**config.mk**
```make
export PLATFORM = sky130hd
export DESIGN_NAME = tcw_front_flat
export DESIGN_NICKNAME = d
export VERILOG_FILES = /design/src/design/tcw_pkg.sv /design/src/design/tcw_in_if.sv /design/src/design/tcw_front.sv /design/src/flat_wrapper.sv
export SDC_FILE = /design/constraint.sdc
export NUM_CORES = 1
export LEC_CHECK = 0
export BUFFER_PORTS_ARGS = -buffer_cell sky130_fd_sc_hd__buf_2
export CAP_MARGIN = 5
export CORE_MARGIN = 2
export CORE_UTILIZATION = 51
export CTS_CLUSTER_DIAMETER = 100
export DETAILED_ROUTE_END_ITERATION = 8
export GPL_TIMING_DRIVEN = 1
export PLACE_DENSITY = 0.84
export SLEW_MARGIN = 25
export SYNTH_ARGS = -nofsm -noshare
export SYNTH_HDL_FRONTEND = slang
export SYNTH_SLANG_ARGS = --single-unit
```
**constraint.sdc**
```tcl
create_clock -name clk_i -period 2.7 [get_ports clk_i]
set_input_delay 0.135 -clock clk_i [delete_from_list [all_inputs] [get_ports clk_i]]
set_output_delay 0.135 -clock clk_i [all_outputs]
set_load 0.02 [all_outputs]
```
**src/design/tcw_pkg.sv**
```systemverilog
// ----------------------------------------------------------------------------
// tcw_pkg
// Shared types and constants of the text console writer: operation codes,
// character codes, the classified command and the links between its parts.
// ----------------------------------------------------------------------------
package tcw_pkg;

  localparam int unsigned COLUMNS_DEF   = 80;
  localparam int unsigned ROWS_DEF      = 25;
  localparam int unsigned TAB_CELLS_DEF = 4;

  localparam logic [1:0] OP_PUT   = 2'd0;
  localparam logic [1:0] OP_READ  = 2'd1;
  localparam logic [1:0] OP_CLEAR = 2'd2;

  localparam logic [7:0] CODE_NUL     = 8'h00;
  localparam logic [7:0] CODE_TAB     = 8'h09;
  localparam logic [7:0] CODE_NEWLINE = 8'h0A;
  localparam logic [7:0] CODE_SPACE   = 8'h20;
  localparam logic [7:0] TEXT_ATTR    = 8'h0F;

  typedef enum logic [2:0] {
    CMD_NOP,
    CMD_CHAR,
    CMD_NEWLINE,
    CMD_TAB,
    CMD_READ,
    CMD_CLEAR
  } cmd_kind_e;

  typedef struct packed {
    cmd_kind_e   kind;
    logic [7:0]  char_code;
    logic [10:0] cell_index;
  } tcw_cmd_t;

  typedef struct packed {
    logic     valid;
    tcw_cmd_t cmd;
  } tcw_head_t;

  typedef struct packed {
    logic pop;
    logic init_busy;
  } tcw_back_stat_t;

endpackage

```
**src/design/tcw_in_if.sv**
```systemverilog
// ----------------------------------------------------------------------------
// tcw_in_if
// Request channel of the text console writer: operation, character, cell.
// ----------------------------------------------------------------------------
interface tcw_in_if;
  logic        valid;
  logic        ready;
  logic [1:0]  operation;
  logic [7:0]  char_code;
  logic [10:0] cell_index;

  modport source (output valid, output operation, output char_code, output cell_index,
                  input ready);
  modport sink   (input valid, input operation, input char_code, input cell_index,
                  output ready);
endinterface

```
**src/design/tcw_front.sv**
```systemverilog
// ----------------------------------------------------------------------------
// tcw_front
// Accepts requests, sorts them into command kinds and holds them in a
// two-entry queue for the execution engine.
// ----------------------------------------------------------------------------
module tcw_front import tcw_pkg::*; #(
  parameter int unsigned COLUMNS = COLUMNS_DEF,
  parameter int unsigned ROWS    = ROWS_DEF
) (
  input  logic           clk_i,
  input  logic           rst_ni,
  tcw_in_if.sink         req_i,
  input  tcw_back_stat_t stat_i,
  output tcw_head_t      head_o
);

  localparam int unsigned CELLS = COLUMNS * ROWS;

  tcw_cmd_t   mem_q [2];
  tcw_cmd_t   cmd;
  logic       wr_ptr_q, wr_ptr_d;
  logic       rd_ptr_q, rd_ptr_d;
  logic [1:0] count_q, count_d;
  logic       push;
  logic       pop;

  always_comb begin
    cmd.char_code  = req_i.char_code;
    cmd.cell_index = req_i.cell_index;
    cmd.kind       = CMD_NOP;
    unique case (req_i.operation)
      OP_PUT: begin
        priority if (req_i.char_code == CODE_NUL) cmd.kind = CMD_NOP;
        else if (req_i.char_code == CODE_NEWLINE) cmd.kind = CMD_NEWLINE;
        else if (req_i.char_code == CODE_TAB)     cmd.kind = CMD_TAB;
        else                                      cmd.kind = CMD_CHAR;
      end
      OP_READ: begin
        // out-of-range reads answer zeros, same as a no-op
        cmd.kind = (32'(req_i.cell_index) < 32'(CELLS)) ? CMD_READ : CMD_NOP;
      end
      OP_CLEAR: cmd.kind = CMD_CLEAR;
      default:  cmd.kind = CMD_NOP;
    endcase
  end

  assign req_i.ready = (count_q != 2'd2) && !stat_i.init_busy;
  assign push        = req_i.valid && req_i.ready;
  assign pop         = stat_i.pop && (count_q != 2'd0);

  always_comb begin
    wr_ptr_d = push ? ~wr_ptr_q : wr_ptr_q;
    rd_ptr_d = pop  ? ~rd_ptr_q : rd_ptr_q;
    count_d  = count_q + {1'b0, push} - {1'b0, pop};
  end

  always_ff @(posedge clk_i or negedge rst_ni) begin
    if (!rst_ni) begin
      wr_ptr_q <= 1'b0;
      rd_ptr_q <= 1'b0;
      count_q  <= 2'd0;
    end else begin
      wr_ptr_q <= wr_ptr_d;
      rd_ptr_q <= rd_ptr_d;
      count_q  <= count_d;
    end
  end

  always_ff @(posedge clk_i) begin
    if (push) begin
      mem_q[wr_ptr_q] <= cmd;
    end
  end

  assign head_o.valid = (count_q != 2'd0);
  assign head_o.cmd   = mem_q[rd_ptr_q];

endmodule

```
**src/flat_wrapper.sv**
```systemverilog
// flat-port wrapper written by rule: the top's interface ports become plain ports
module tcw_front_flat import tcw_pkg::*;
#(
  parameter int unsigned COLUMNS = COLUMNS_DEF,
  parameter int unsigned ROWS    = ROWS_DEF
)
  (clk_i, rst_ni, stat_i, head_o, req_i_valid, req_i_operation, req_i_char_code, req_i_cell_index, req_i_ready);
  tcw_in_if req_i_i ();
  input  logic clk_i;
  input  logic rst_ni;
  input  tcw_back_stat_t stat_i;
  output tcw_head_t head_o;
  input wire logic [$bits(req_i_i.valid)-1:0] req_i_valid;
  input wire logic [$bits(req_i_i.operation)-1:0] req_i_operation;
  input wire logic [$bits(req_i_i.char_code)-1:0] req_i_char_code;
  input wire logic [$bits(req_i_i.cell_index)-1:0] req_i_cell_index;
  output wire logic [$bits(req_i_i.ready)-1:0] req_i_ready;
  assign req_i_i.valid = req_i_valid;
  assign req_i_i.operation = req_i_operation;
  assign req_i_i.char_code = req_i_char_code;
  assign req_i_i.cell_index = req_i_cell_index;
  assign req_i_ready = req_i_i.ready;
  tcw_front #(.COLUMNS(COLUMNS), .ROWS(ROWS)) u_core (.clk_i(clk_i), .rst_ni(rst_ni), .req_i(req_i_i), .stat_i(stat_i), .head_o(head_o));
endmodule
```
# After elaboration in Yosys (flattened, before gate mapping)
# Memory sizes are Yosys's and may differ from the RTL's.
# Cells that the tools add are included.
# word_totals
memories	1
ramBits	44
regBits	4
elab_cells	28
inputBits	26
out_inout_bits	24
# op_classes
n_lt_le_gt_ge	1
eq_ne	5
n_reduce_logical	7
n_addsub	2
bitwise	2
n_mux	7
# mem_list
name	depth	width	read_ports	rd_clocked_by_memory_dff	write_ports	line	source
u_core.mem_q	2	22	1	0	1	tcw_front.sv:19	tcw_cmd_t mem_q [2];
# ops
cell	count
8-bit by 4-bit == test with 1-bit output (second input constant)	2
11-bit < comparator (second input constant)	1
3-bit 2-to-1 mux	3
3-bit case mux with 3 select lines	1
8-bit zero test	1
1-bit logical AND	3
2-bit by 1-bit adder with 2-bit output	1
2-bit by 1-bit == test with 1-bit output (second input constant)	1
2-bit == test (second input constant)	1
2-bit zero test	1
1-bit 2-to-1 mux	2
2-bit 2-to-1 mux	1
2-bit inequality test (second input constant)	1
1-bit NOT	2
2-bit nonzero test	1
2-bit by 1-bit subtractor with 2-bit output	1
1-bit zero test	1

# Logic depth before layout (Yosys ltp)
# Gate-level depths: netlist of the first run.
# logic_depth
depth_word	5
ltp_mapped	7
depth_no_buf	7

# Least setup slack after synthesis of the first run
# OpenSTA, ideal clock, no wires.
# synth_path
kind	register to register
from	reg u_core.count_q[0]
to	mem u_core.mem_q[0][0] (netlist name) (enable)
required_time_ps	2299
stages_incl_launch_ff	4
period_less_slack_ps	2054
arrival_time_ps	1653
setup_time_ps	401
n_path_buf	0
slack_ps	646
path_cell_list	dfrtp_1 inv_1 a211o_1 nor2_1
# synth_between
elab_chain_len	5
# synth_lines
element	line	source
start, declared	tcw_front.sv:23	logic [1:0] count_q, count_d;
start signal, assigned	tcw_front.sv:65	count_q <= count_d;
2-bit inequality test	tcw_front.sv:47	assign req_i.ready = (count_q != 2'd2) && !stat_i.init_busy;
1-bit logical AND	tcw_front.sv:47	
1-bit logical AND	tcw_front.sv:48	assign push = req_i.valid && req_i.ready;
1-bit 2-to-1 mux	tcw_front.sv:70	if (push) begin
1-bit 2-to-1 mux (not written as such)	tcw_front.sv:71	mem_q[wr_ptr_q] <= cmd;
end, declared	tcw_front.sv:19	
# No other way between the ends.

==> summary.md, run 1 <==
| Metric | Value |
|---|---|
| Parity-gate share of the synthesized area counting xor and xnor cells | `2.77%` |
| Synthesized cell area | `1900 um^2` |
| Buffers added on ports | `49` |
| Clock Root Buffer | `clkbuf_8` |
| Number of flip-flops and latches in the synthesized netlist | `48` |
| Grt ovf | `0` |
| Worst rel slew slack | `67.0%` |
| Total number of yosys warnings | `0` |
| Sequential share of power | `a little under half` |
| Combinational share of power | `31.9%` |
| Share of synthesized area spent on multiplexers | `13.6%` |
| DP Wirelength | `about 2100 um` |
| Pin count of the biggest net entering global routing | `23` |
| Post-route design area | `2330 um^2` |
| Vertical die dimension | `65.0 um` |
| P&R area growth vs syn | `22.8%` |
| Clock insertion delay at the later pin of the skew report | `290 ps` |
| Count of max-cap constraint violations | `0` |
| Result of the run | `complete, no violations` |
| Most utilized layer in the global route result | `met2` |
| Share of synthesized cell area in full adder, half adder and majority cells | `1.32%` |
| # nets final | `187` |
| Initial detailed-routing violation count | `51` |
| Compound-Gate Fraction of Synth Area | `1.58%` |
| Final-report setup violation count | `0` |
| Average wire per cell in the routed design | `14.4 um` |
| Count of final max-slew check failures | `0` |
| Core area | `3630 um^2` |
| Source of the worst register-to-register timing path | `u_core.count_q[1]$_DFF_PN0_` |
| Power after layout | `~2.2 mW` |
| Mean cell area of the mapped netlist | `18.8 um^2` |
| Final ANT Viol Nets | `0` |
| Footprint of the multi-input gates | `between 400 and 500 um^2` |
| DR vias/cell | `5.03` |
| Switching part of the total | `30.8%` |
| Worst hold margin | `27.0 ps` |
| Filler-free cell count of the finished design | `~210` |
| Areal power density over the cells | `941 nW/um^2` |
| Reg2Reg Setup Slack | `920 ps` |
| Leak Pwr | `0.907 nW` |
| Vias | `1047` |
| Met2 Resource Use GR | `roughly 28%` |
| I/O Pins | `50` |
| Detailed-route wire length | `3000 um` |
| Max Fclk | `519 MHz` |
| Die area | `4230 um^2` |
| Filler cell count | `295` |
| Final weighted congestion of routability-driven global placement | `0.706` |
| Peak supply drop | `about 0.6 mV` |
| Global routing met3 resource utilization | `6.60%` |
| Internal power of the cells | `between 1.5 and 2 mW` |
| Clock period minus final worst setup slack | `1930 ps` |
| Number of buffers inserted by post-CTS setup repair | `0` |
| Count of antenna diodes in the layout | `0` |
| Share of layout cells above drive strength 1 | `53.1%` |
| Met1 usage | `16.8%` |
| Leading cell type in the layout, fill and taps excluded | `buf_2` |
| Width of the die | `between 60 and 70 um` |
| Most used cells in the layout excluding fill and tap cells | `buf_2 (49), edfxtp_1 (44), mux2_2 (22)` |
| Slew @ Worst Pin | `495 ps` |
| Setup TNS | `0 ps` |
| Maximum clock skew at final layout | `just under 4 ps` |
| Launch point of the worst path | `u_core.rd_ptr_q$_DFFE_PN0P_` |
| Highest net fanout along the worst path | `13` |
| CP Launch Type | `flip-flop` |
| Clock tree from TritonCTS | `yes` |
| Inserted Clock Buffers | `5` |
| First-pass GRT wire length | `4840 um` |
| Post-cts resize count | `0` |
| Number of global-route vias before repair | `1138` |
| Setup repair after global routing missed its margin | `no` |
| Area occupied by registers | `roughly 1400 um^2` |
| Critical Path Sink Type | `output pin` |
| Worst hold path startpoint | `req_i_cell_index[0]` |
| Simple logic cell fraction of the synthesized area | `4.15%` |
| Remaining routing DRC violations | `0` |
| Psw | `0.675 mW` |
| # H-tree levels | `2` |
| Post-detailed-placement cell area | `2210 um^2` |
| # placed instances | `199` |
| Data arrival at the endpoint of the critical path | `between 1500 and 2000 ps` |
| Clock network fraction of total power | `22.3%` |
| Starting Density | `52.3%` |
| Main combinational cell family by area after synthesis | `multiplexers` |
| Data required, critical path | `2570 ps` |
| Post-Synthesis Net Count | `129` |
| Clock tree sinks | `48` |
| Worst slack at placement | `about 930 ps` |
| Number of optimization iterations in the first detailed-route pass | `3` |
| Syn Inst Count | `about 100` |
| Sequential cell area fraction in the yosys report | `74.8%` |
| Initial antenna violation count | `0` |
| Clock Path Buffers | `2` |
| Type of the most critical hold path | `in -> reg` |
| Unique masters post-synth | `21` |
| Number of endpoints with negative hold slack in the final report | `0` |
| Clock transition at path regs | `80 ps` |
| FP Rows | `22` |
| Final Worst Setup Slack | `between 700 and 800 ps` |
| Critical path class | `reg -> out` |
| Fin crit share | `71.3%` |
| Total Routing Usage GR | `15.6%` |
| Util after Layout | `64.2%` |
## state kept, by name, indices dropped and copies added, names as in the netlist
name and flops:
u_core.rd_ptr_q 1, u_core.wr_ptr_q 1, u_core.count_q 2, u_core.mem_q 44
## area by class of cell
cell class                      instances  share of cell area (%)
Clock buffer                            6                    3.11
Clock inverter                          2                    1.50
Inverter                                5                   0.805
Multi-Input combinational cell         46                    19.2
Sequential cell                        48                    60.9
Tap cell                               48                    2.58
Timing Repair Buffer                   53                    11.9
## critical path, stage by stage, from the launching register on
cell	delay (ps)
dfrtp_1	660
buf_4	310
mux2_2	370
buf_2	160
## metal layers
metal	wire length, um	part of all wire, %
met1	1210	40
met3	212	7.1
met2	1560	52
met5	0	0
met4	17	0.57
## power groups by stage
stage | logic, mW | clock network [mW] | registers, mW
CTS | 0.710 | 0.503 | 1.00
global placement | 0.681 | 0 | 1.01
global route | 0.753 | 0.537 | 1.02
floorplan | 0.521 | 0 | 0.987
finish | 0.699 | 0.490 | 1.00
detailed placement | 0.705 | 0 | 1.02
## repair_timing
| item | CTS | global route |
|---|---|---|
| endpoints found under the setup margin | 0 | 0 |
| hold buffers | 1 | 0 |
| endpoints found under the hold margin | 4 | 0 |
## path summary, 6_finish.rpt
check | end | cells after the start
worst max-delay path | head_o[21] | 3
worst min-delay path | u_core.mem_q[0][0]$_DFFE_PP_ | 1
worst max register to register | u_core.count_q[1]$_DFF_PN0_ | 7
worst min register to register | u_core.count_q[1]$_DFF_PN0_ | 1
max in group asynchronous | u_core.wr_ptr_q$_DFFE_PN0P_ | 2
min in group asynchronous | u_core.count_q[0]$_DFF_PN0_ | 2
## Yosys cell counts, drive strengths merged
cell | n | area share [%]
a211o | 1 | 0.46
a21oi | 1 | 0.26
a31oi | 1 | 0.33
and2 | 1 | 0.46
and3 | 1 | 0.33
buf | 2 | 0.79
dfrtp | 4 | 5.3
edfxtp | 44 | 70
ha | 2 | 1.3
inv | 5 | 0.99
mux2 | 22 | 13
mux2i | 1 | 0.53
nand2 | 1 | 0.20
nand4 | 1 | 0.33
nor2 | 3 | 0.59
nor4 | 1 | 1.1
nor4b | 1 | 0.79
o21ai | 2 | 0.53
or2 | 1 | 0.33
xnor2 | 4 | 1.8
xor2 | 2 | 0.92
## logic make-up after synthesis
group	count (synthesis)
muxes	23
and+or+nand+nor	10
buffers and inverters	7
adders and majority gates	2
xor gates and xnor gates	6
DFF	48
AOI/OAI and AO/OA	5
No activity file was read; power rests on OpenSTA's default activity.
==> run 2, diff against run 1 <==
- clock period: 2.7 -> 1.85 ns (I/O delays scaled with it)
==> run 2 against run 1 <==
  * Sequential power up 44%
  * Final cell count is 4.8% higher
  * Power rose by 48%
  * Critical path depth up 4
  * Hold slack lost 18 ps
  * Utilization increased by 3.1 points
  * Non-clock buffer count is 10 higher
  * Register-to-register slack got worse by 820 ps
  * Sequential cell count unchanged
  * Sequential share of layout area is 2.8 points lower
  * Die area unchanged
  * Count of clock-buffer cells in the layout shrank 1
  * Largest cell class unchanged
==> summary.md, run 2 (synthesis results as in run 1) <==
| Metric | Value |
|---|---|
| Slew @ Worst Pin | `between 500 and 600 ps` |
| Critical Path Max Stage Delay | `430 ps` |
| Inserted Clock Buffers | `5` |
| Count of final max-slew check failures | `0` |
| Post-detailed-placement cell area | `approximately 2200 um^2` |
| Clock tree from TritonCTS | `yes` |
| Pin count of the biggest net entering global routing | `23` |
| First-pass GRT wire length | `5050 um` |
| Count of antenna diodes in the layout | `0` |
| Sequential share of power | `between 40% and 50%` |
| Slowest library cell on the worst path | `dfrtp_1` |
| Switching part of the total | `31.1%` |
| Die area | `4230 um^2` |
| Buffers added on ports | `49` |
| FP Rows | `22` |
| Worst hold path startpoint | `req_i_cell_index[9]` |
| I/O Pins | `50` |
| Final-report setup violation count | `0` |
| Core area | `3630 um^2` |
| Share of layout cells above drive strength 1 | `50.6%` |
| Total Routing Usage GR | `16.1%` |
| Maximum clock skew at final layout | `~4.4 ps` |
| Power after layout | `3.24 mW` |
| Clock tree sinks | `48` |
| Cells along the critical path | `or2_1 -> and2_4 -> ha_1 -> inv_1 -> ha_1 -> xnor2_1 -> xnor2_1` |
| Data arrival at the endpoint of the critical path | `1960 ps` |
| Number of buffers inserted by post-CTS setup repair | `0` |
| Combinational share of power | `around 33%` |
| Type of the most critical hold path | `in -> reg` |
| Number of optimization iterations in the first detailed-route pass | `4` |
| Setup TNS | `0 ps` |
| Post-route design area | `2440 um^2` |
| DP Wirelength | `2130 um` |
| Filler-free cell count of the finished design | `between 200 and 250` |
| Result of the run | `complete, no violations` |
| Internal power of the cells | `2.23 mW` |
| Grt ovf | `0` |
| Clock period minus final worst setup slack | `1750 ps` |
| Fin crit share | `94.4%` |
| Count of buffer and inverter cells on the critical path | `1` |
| # nets final | `197` |
| Source of the worst register-to-register timing path | `u_core.count_q[1]$_DFF_PN0_` |
| Number of flip-flops under the largest register name | `44` |
| Final weighted congestion of routability-driven global placement | `a little under 0.8` |
| Final ANT Viol Nets | `0` |
| Filler cell count | `roughly 290` |
| Clock Path Buffers | `2` |
| # placed instances | `198` |
| Util after Layout | `roughly two thirds` |
| P&R area growth vs syn | `28.7%` |
| Clock insertion delay at the later pin of the skew report | `300 ps` |
| Vias | `approximately 1100` |
| Initial antenna violation count | `0` |
| DR vias/cell | `4.89` |
| Remaining routing DRC violations | `0` |
| Vertical die dimension | `65.0 um` |
| Areal power density over the cells | `1330 nW/um^2` |
| Leading registers by flop count | `u_core.mem_q (44), u_core.count_q (2)` |
| Clock network fraction of total power | `roughly 23%` |
| CP Launch Type | `flip-flop` |
| Count of max-cap constraint violations | `0` |
| Width of the die | `65.0 um` |
| Leak Pwr | `0.947 nW` |
| Number of endpoints with negative hold slack in the final report | `0` |
| Data required, critical path | `2070 ps` |
| Clock transition at path regs | `80 ps` |
| Detailed-route wire length | `3130 um` |
| Starting Density | `52.3%` |
| Worst rel slew slack | `65.9%` |
| Highest net fanout along the worst path | `4` |
| Family with the most delay on the worst path | `adder cells` |
| Critical path class | `reg -> reg` |
| Psw | `1.01 mW` |
| Launch point of the worst path | `u_core.count_q[1]$_DFF_PN0_` |
| Most used cells in the layout excluding fill and tap cells | `buf_2 (49), edfxtp_1 (44), mux2_2 (22)` |
| Average wire per cell in the routed design | `14.3 um` |
| Initial detailed-routing violation count | `47` |
| Leading cell type in the layout, fill and taps excluded | `buf_2` |
| Peak supply drop | `0.745 mV` |
| Number of global-route vias before repair | `1129` |
| # H-tree levels | `2` |
| Register with the most flip-flops | `u_core.mem_q` |
| Max Fclk | `between 500 and 600 MHz` |
| Critical Path Sink Type | `flip-flop` |
| Setup repair after global routing missed its margin | `no` |
| Clock Root Buffer | `clkbuf_8` |
| Reg2Reg Setup Slack | `100 ps` |
run 2: layer usage:
layer,global-route usage (%),wire (um)
met1,19.2,1300
met5,0,0
met4,3.13,27
met3,5.38,186
met2,28.5,1610
run 2: worst reg2reg max path, delay by kind of cell (launching register included):
family | cells | cell delay, ps
flops | 1 | 430
fa+ha+maj | 2 | 450
simple gates | 2 | 430
xor+xnor | 2 | 310
buf+inv | 1 | 40
run 2: what timing repair did:
item                                   4_1_cts  5_1_grt
endpoints found under the hold margin       24        2
gates resized for setup                      0        0
hold buffers                                11        1
run 2: metrics by stage:
step	hold WS (ps)	setup WS [ps]
after CTS	5.81	87.0
after global routing	-3.14	12.0
after global placement	-101	218
final	9.33	103
after detailed placement	-92.1	116
after floorplan	-203	113
run 2: worst paths after layout:
path | end | cells after the start
min | u_core.mem_q[1][9]$_DFFE_PP_ | 1
max in group asynchronous | u_core.rd_ptr_q$_DFFE_PN0P_ | 2
max reg2reg | u_core.count_q[1]$_DFF_PN0_ | 7
min reg2reg | u_core.wr_ptr_q$_DFFE_PN0P_ | 1
min in group asynchronous | u_core.count_q[0]$_DFF_PN0_ | 2
max | u_core.count_q[1]$_DFF_PN0_ | 7
run 2: layout make-up:
| class | count | area [um^2] | area share (%) |
|---|---|---|---|
| well taps | 48 | 60.1 | 2.46 |
| repair buffers | 63 | 380 | 15.6 |
| flip-flops and latches | 48 | 1420 | 58.2 |
| multi-input cells | 46 | 448 | 18.3 |
| clock buffers | 5 | 68.8 | 2.82 |
| inverters | 5 | 18.8 | 0.768 |
| clock inverters | 3 | 46.3 | 1.89 |
run 2: power by group through the flow:
stage | registers [mW] | clock network (mW) | logic (mW)
after floorplan | 1.44 | 0 | 0.762
after global placement | 1.45 | 0 | 1.02
after detailed placement | 1.47 | 0 | 1.05
after CTS | 1.44 | 0.756 | 1.07
after global routing | 1.46 | 0.813 | 1.13
final | 1.44 | 0.743 | 1.06
